$ cat src/rtl/rulw_pkg.sv
// rulw_pkg: operation and status codes, field widths and the command and
// status bundles shared by the controller and datapath of the log window
// no dependencies
`default_nettype none

package rulw_pkg;

    localparam int IDX_W  = 64;
    localparam int TERM_W = 64;
    localparam int HDL_W  = 16;
    localparam int FUNC_W = 3;
    localparam int STAT_W = 2;

    // operation selector
    localparam logic [FUNC_W-1:0] FUNC_APPEND      = 3'd0;
    localparam logic [FUNC_W-1:0] FUNC_STABLE_TO   = 3'd1;
    localparam logic [FUNC_W-1:0] FUNC_STABLE_SNAP = 3'd2;
    localparam logic [FUNC_W-1:0] FUNC_RESTORE     = 3'd3;
    localparam logic [FUNC_W-1:0] FUNC_LOOKUP      = 3'd4;

    // result status
    localparam logic [STAT_W-1:0] STAT_DONE    = 2'd0;
    localparam logic [STAT_W-1:0] STAT_NOMATCH = 2'd1;
    localparam logic [STAT_W-1:0] STAT_OOB     = 2'd2;
    localparam logic [STAT_W-1:0] STAT_FULL    = 2'd3;

    // controller to datapath, one strobe per step of an operation
    typedef struct packed {
        logic capture;   // latch request payload
        logic calc;      // offset, borrow and end match
        logic addr;      // window hit and ring slot
        logic access;    // ring write and read
        logic finish;    // window update and result
        logic load;      // fill output register
    } t_cmd;

    // datapath to controller
    typedef struct packed {
        logic out_free;  // output register empty or being taken
    } t_sts;

endpackage

`default_nettype wire

$ cat src/rtl/rulw_ctrl.sv
// rulw_ctrl: sequencer that steps one request through the window datapath
// depends on rulw_pkg (command and status bundles)
`default_nettype none

module rulw_ctrl (
    input  wire logic            i_clk,
    input  wire logic            i_rst_n,
    input  wire logic            i_in_valid,
    output logic                 o_in_ready,
    input  wire rulw_pkg::t_sts  i_sts,
    output rulw_pkg::t_cmd       o_cmd
);

    typedef enum logic [2:0] {
        S_IDLE,
        S_CALC,
        S_ADDR,
        S_ACCESS,
        S_FINISH,
        S_REPORT
    } t_state;

    t_state r_state;
    logic   r_in_ready;
    logic   take;
    logic   emit;

    assign take = r_in_ready && i_in_valid;
    assign emit = (r_state == S_REPORT) && i_sts.out_free;

    always_ff @(posedge i_clk) begin
        if (!i_rst_n) begin
            r_state    <= S_IDLE;
            r_in_ready <= 1'b1;
        end else begin
            case (r_state)
                S_IDLE: begin
                    if (take) begin
                        r_state    <= S_CALC;
                        r_in_ready <= 1'b0;
                    end
                end
                S_CALC:   r_state <= S_ADDR;
                S_ADDR:   r_state <= S_ACCESS;
                S_ACCESS: r_state <= S_FINISH;
                S_FINISH: r_state <= S_REPORT;
                S_REPORT: begin
                    if (emit) begin
                        r_state    <= S_IDLE;
                        r_in_ready <= 1'b1;
                    end
                end
                default: begin
                    r_state    <= S_IDLE;
                    r_in_ready <= 1'b1;
                end
            endcase
        end
    end

    assign o_in_ready     = r_in_ready;
    assign o_cmd.capture  = take;
    assign o_cmd.calc     = (r_state == S_CALC);
    assign o_cmd.addr     = (r_state == S_ADDR);
    assign o_cmd.access   = (r_state == S_ACCESS);
    assign o_cmd.finish   = (r_state == S_FINISH);
    assign o_cmd.load     = emit;

endmodule

`default_nettype wire

$ cat config.mk
export PLATFORM = sky130hd
export DESIGN_NAME = rulw_ctrl
export DESIGN_NICKNAME = d
export VERILOG_FILES = /design/src/rtl/rulw_pkg.sv /design/src/rtl/rulw_ctrl.sv
export SDC_FILE = /design/constraint.sdc
export NUM_CORES = 1
export LEC_CHECK = 0
export BUFFER_PORTS_ARGS = -buffer_cell sky130_fd_sc_hd__buf_2
export CORE_AREA = 2 2 39 41
export DETAILED_ROUTE_END_ITERATION = 7
export DIE_AREA = 0 0 41 43
export GPL_TIMING_DRIVEN = 0
export HOLD_SLACK_MARGIN = 0.1
export PLACE_DENSITY = 0.4
export SYNTH_ARGS = -nofsm -noshare
export SYNTH_HDL_FRONTEND = slang
export SYNTH_SLANG_ARGS = --single-unit
$ cat constraint.sdc
create_clock -name i_clk -period 1.5 [get_ports i_clk]
set_input_delay 0.075 -clock i_clk [delete_from_list [all_inputs] [get_ports i_clk]]
set_output_delay 0.075 -clock i_clk [all_outputs]
set_load 0.05 [all_outputs]
==> results_dict.tcl, run 1 <==
set metrics [dict create \
    status "finished clean" \
    antenna_found_initial 0 \
    worst_slew_pin_slew_ns 0.284 \
    cts.path.max_buffers 2 \
    synth_area_per_cell_um2 9.05 \
    ys_seq_elements 4 \
    dieArea_mm2 0.00176 \
    ys_top_cells_by_count "4 x dfxtp_1, 3 x buf_4, 3 x nor2_1" \
    p_per_area_mw_per_mm2 1240 \
    drc 0 \
    fin_cells 60 \
    gp_congestion 0.744 \
    hold_depth 3 \
    grt_pass1_vias 232 \
    clock.fmax_mhz 747 \
    path_buf_inv 3 \
    clock_latency_ns 0.23 \
    synth_top_area_share_pct 29.5 \
    rows 14 \
    cap_violations 0 \
    wl_um 543 \
    slew_headroom_pct 80.8 \
    path_clk_slew_ns 0.04 \
    crit_family "buffers and inverters" \
    reg2reg_depth 3 \
    setup_viol 0 \
    first_pass_iters 2 \
    ys_seq_area_share_pct 29.5 \
    synthesis.nets 34 \
    rsz0062_at_grt "no" \
    layout-drive-gt1-share_pct 54.5 \
    worst_setup_path_start_kind "flop" \
    crit_slowest_cell "dfxtp_1" \
    n_antenna_cell 0 \
    path_max_fanout 9 \
    htree_levels 1 \
    hpwlAfterDp_um 420 \
    cts-buffers-inserted 3 \
    ys.flop_type "dfxtp_1" \
    syn_inst 30 \
    drtIter0Drc 6 \
    cts.sinks 4 \
    synth_area_leaders "dfxtp_1 29%, buf_4 8.3%, buf_6 8.3%" \
    cts-root-buf "clkbuf_4" \
    slew_viol_final 0 \
    vias_per_cell 4.20 \
    grt-ovfl-total 0 \
    fin_crit_sh_pct 89.2 \
    peakVddDrop_uv 347 \
    grt_pass1_wl_um 931 \
    area_growth_pct 39.6 \
    yosys.area.top_type "dfxtp_1" \
    hold_class "in2reg" \
    vias 252 \
    worstPathCellList "buf_4, nand2b_4, nor2_1, buf_4, buf_2" \
    synthesis.area_um2 272 \
    initial_utilization_pct 19.6 \
    cp.depth 5 \
    synthArstFlopShare_pct 0 \
    dpl.cell_count 56 \
    leakage_nw 0.185 \
    ios 11 \
    crit_arrival_ns 1.26 \
    path_class "reg2out" \
    finalNetCount 50 \
    skew_ns 0.00233 \
    hold_ws_ns 0.234 \
    cp_data_required_time_ns 1.42 \
    wl_per_cell_um 9.05 \
    io_buffers 10 \
    core-area_mm2 0.00138 \
    die_w_um 41 \
    cts_setup_buffers 0 \
    fp.dieH_um 43 \
    slowest_delay_ns 0.29 \
    yosysWarnings 0 \
    ys_types 20 \
    antenna_left 0 \
    synth_edf_count 0 \
    cts_tree "yes" \
    period_needed_ns 1.34 \
    end_kind "output port" \
    report.final.hold_viol_count 0 \
    grt_max_degree 11 \
    gr-usage-all-layers_pct 8.04 \
    synth.most_common_cell "dfxtp_1" \
    crit_top_cell "buf_4" \
]
[area by class of cell]
type | count | area [µm²]
Tap cell | 16 | 20.0
Timing Repair Buffer | 11 | 60.1
Sequential cell | 4 | 80.1
Buffer | 5 | 45.0
Fill cell | 156 | 1000
Multi-Input combinational cell | 20 | 148
Inverter | 1 | 3.75
Clock buffer | 3 | 22.5
[power by group]
part	switching [W]	total [W]	leakage, nW	internal [W]
clock	0.0000399	0.000129	0.0138	0.0000892
sequential	0.00000930	0.000132	0.0330	0.000123
combinational	0.000129	0.000208	0.138	0.0000788
[flip-flops by register name (all words and copies together), names as in the netlist]
signal,count
r_state,3
o_in_ready,1
[path summary, 6_finish.rpt]
path | endpoint | slack [ns] | startpoint
worst max-delay path | o_cmd[0] | 0.16 | r_state[1]
worst min-delay path | r_state[0] | 0.23 | i_sts
worst max register to register | o_in_ready | 0.51 | r_state[1]
worst min register to register | o_in_ready | 0.57 | o_in_ready
[metrics by stage]
step	worst slack (ns)	utilization, %	TNS (ns)	total power (W)	cell area (µm²)
final	0.161	27.4	0	0.000469	379
after global routing	0.0835	27.4	0	0.000498	379
after CTS	0.146	27.4	0	0.000478	379
after detailed placement	0.399	25.0	0	0.000341	347
after global placement	0.404	25.0	0	0.000339	347
after floorplan	-0.173	-	-0.173	0.000304	277
[tightest hold or removal path: stages]
cell	delay, ns
buf_2	0.11
o21ai_0	0.07
and3_1	0.15
[cell usage in the layout, fill, tap and decap left out]
| master | synthesis | routed |
|---|---|---|
| buf_2 | 0 | 10 |
| dfxtp_1 | 4 | 4 |
| buf_4 | 3 | 3 |
| nor2_1 | 3 | 3 |
| clkbuf_4 | 0 | 3 |
| buf_6 | 2 | 2 |
| a21oi_1 | 2 | 2 |
| nand2b_4 | 1 | 1 |
| inv_2 | 1 | 1 |
| and3_4 | 1 | 1 |
| nor3b_2 | 0 | 1 |
| nor3b_1 | 2 | 1 |
| nand2_1 | 1 | 1 |
| and2_1 | 1 | 1 |
| o21a_1 | 1 | 1 |
| xor2_1 | 1 | 1 |
| and3_2 | 1 | 1 |
| o21ai_0 | 1 | 1 |
| a211oi_2 | 1 | 1 |
| and3_1 | 1 | 1 |
| nor4b_1 | 1 | 1 |
| a211oi_1 | 1 | 1 |
| o31ai_1 | 1 | 1 |
| dlygate4sd3_1 | 0 | 1 |
[logic make-up after synthesis]
family	Yosys count	synth area share, %
compound gates	7	18.4
xor+xnor	1	3.23
buf+inv	6	18.0
flops	4	29.5
simple gates	12	30.9
[per-layer routing]
| layer | GRT usage [%] | routed length [µm] | part of all wire, % | up-vias |
|---|---|---|---|---|
| li1 | - | - | - | 129 |
| met1 | 9.35 | 249 | 46 | 115 |
| met2 | 11.3 | 256 | 47 | 8 |
| met3 | 1.57 | 37 | 6.8 | 0 |
| met4 | 8.00 | 0 | 0 | 0 |
| met5 | 0 | 0 | 0 | - |
[what timing repair did]
item	in CTS	in global routing
hold endpoints to repair	2	0
hold buffers	1	0
resized for setup	0	0
No activity file was read; power rests on OpenSTA's default activity.
==> run 2: changes to the inputs <==
--- a/config.mk
+++ b/config.mk
@@ -11,7 +11,7 @@
 export DIE_AREA = 0 0 41 43
 export GPL_TIMING_DRIVEN = 0
 export HOLD_SLACK_MARGIN = 0.1
-export PLACE_DENSITY = 0.4
+export PLACE_DENSITY = 0.5
 export SYNTH_ARGS = -nofsm -noshare
 export SYNTH_HDL_FRONTEND = slang
 export SYNTH_SLANG_ARGS = --single-unit
==> results_dict.tcl, run 2 (synthesized netlist as in run 1, its figures left out) <==
set metrics [dict create \
    status "finished clean" \
    combPwrFrac_pct 43.6 \
    design_area_um2 379 \
    dieArea_mm2 0.00176 \
    crit_family "buffers and inverters" \
    cts-buffers-inserted 3 \
    core-area_mm2 0.00138 \
    worst_slew_pin_slew_ns 0.280 \
    n_antenna_cell 0 \
    switchingPower_w 0.000185 \
    peakVddDrop_uv 232 \
    cts_tree "yes" \
    cap_violations 0 \
    slew_viol_final 0 \
    area_growth_pct 39.6 \
    path_clk_slew_ns 0.03 \
    regMostFlops "r_state" \
    antenna_found_initial 0 \
    die_w_um 41 \
    grt_max_degree 11 \
    rows 14 \
    hold_ws_ns 0.220 \
    fin_tns_setup_ns 0 \
    vias 241 \
    layout-drive-gt1-share_pct 54.5 \
    drtIter0Drc 0 \
    gp_congestion 0.643 \
    crit_slowest_cell "dfxtp_1" \
    cts_setup_buffers 0 \
    htree_levels 1 \
    end_kind "output port" \
    largest_reg_flops 3 \
    skew_ns 0.00854 \
    hold_buffers 1 \
    endpoint "o_cmd[0]" \
    fin_crit_sh_pct 89.0 \
    io_buffers 10 \
    layout_common_cells "10 x buf_2, 4 x dfxtp_1, 3 x buf_4, 3 x nor2_1, 3 x clkbuf_4" \
    leakage_nw 0.185 \
    antenna_left 0 \
    rsz0062_at_grt "no" \
    slowest_delay_ns 0.29 \
    wl_um 583 \
    swShare_pct 38.9 \
    crit_arrival_ns 1.26 \
    final_common_cell "buf_2" \
    grt_pass1_wl_um 869 \
    hpwlAfterDp_um 427 \
    ios 11 \
    pwr-share-seq_pct 27.7 \
    grt-ovfl-total 0 \
    grt_pass1_vias 201 \
    path_class "reg2out" \
    worstPathCellList "buf_4, nand2b_4, nor2_1, buf_4, buf_2" \
    finalNetCount 50 \
    drc 0 \
    report.final.hold_viol_count 0 \
    path_max_fanout 9 \
    first_pass_iters 1 \
    period_needed_ns 1.34 \
    wl_per_cell_um 9.72 \
    rrSetupSlack_ns 0.53 \
    fill_cells 162 \
    r2r-start "r_state[1]" \
    cts_resized 0 \
    clock_latency_ns 0.24 \
    gr-usage-all-layers_pct 8.12 \
    path_buf_inv 3 \
    p_int_w 0.000291 \
    crit_top_cell "buf_4" \
    r2r-end "o_in_ready" \
    vias_per_cell 4.02 \
    clock.fmax_mhz 749 \
    crit_path_start "r_state[1]" \
    fp.dieH_um 43 \
    setup_viol 0 \
    cts.path.max_buffers 2 \
    cts-root-buf "clkbuf_4" \
    cts.sinks 4 \
    place_area_um2 347 \
    reg2reg_depth 3 \
    worst_setup_path_start_kind "flop" \
    hold_class "in2reg" \
    initial_utilization_pct 19.6 \
    p_clk_share_pct 28.7 \
    cp_data_required_time_ns 1.42 \
    cp.depth 5 \
    p_per_area_mw_per_mm2 1260 \
    slew_headroom_pct 81.1 \
]
run 2: worst min-delay path by stage:
stage,end,startpoint,slack [ns],cells past startpoint
finish,r_state[0],i_sts,0.22,3
global route,r_state[0],i_sts,0.26,3
CTS,r_state[0],i_sts,0.21,3
detailed placement,o_in_ready,i_rst_n,0.29,2
global placement,o_in_ready,i_rst_n,0.29,2
floorplan,o_in_ready,i_rst_n,0.15,1
run 2: routing by layer:
metal	GRT usage [%]	wire length (µm)
met5	0	0
met1	9.58	270
met3	3.14	49
met4	10.0	10
met2	9.38	253
run 2: metrics by stage:
stage / setup WS (ns) / power (W) / util, % / instances
2_1_floorplan: -0.173 / 0.000304 / - / 30
3_3_place_gp: 0.404 / 0.000341 / 25.0 / 56
4_1_cts: 0.142 / 0.000490 / 27.4 / 60
3_5_place_dp: 0.402 / 0.000342 / 25.0 / 56
5_1_grt: 0.0822 / 0.000512 / 27.4 / 60
6_report: 0.164 / 0.000476 / 27.4 / 60
run 2: cell type report:
cell class / count / area (µm²) / area share, %
Sequential cell: 4 / 80.1 / 21.1
Buffer: 5 / 45.0 / 11.9
Timing Repair Buffer: 11 / 60.1 / 15.8
Tap cell: 16 / 20.0 / 5.28
Multi-Input combinational cell: 20 / 148 / 38.9
Inverter: 1 / 3.75 / 0.990
Clock buffer: 3 / 22.5 / 5.94
run 2: power groups by stage:
| stage | sequential (W) | combinational, W | clock [W] |
|---|---|---|---|
| floorplan | 0.000149 | 0.000155 | 0 |
| global placement | 0.000134 | 0.000207 | 0 |
| detailed placement | 0.000134 | 0.000208 | 0 |
| CTS | 0.000132 | 0.000210 | 0.000148 |
| global route | 0.000134 | 0.000225 | 0.000154 |
| finish | 0.000132 | 0.000208 | 0.000137 |
run 2: worst register-to-register path: stages, from the launching register on:
cell and delay, ns:
dfxtp_1 0.29, buf_4 0.16, nor4b_1 0.31, o31ai_1 0.11
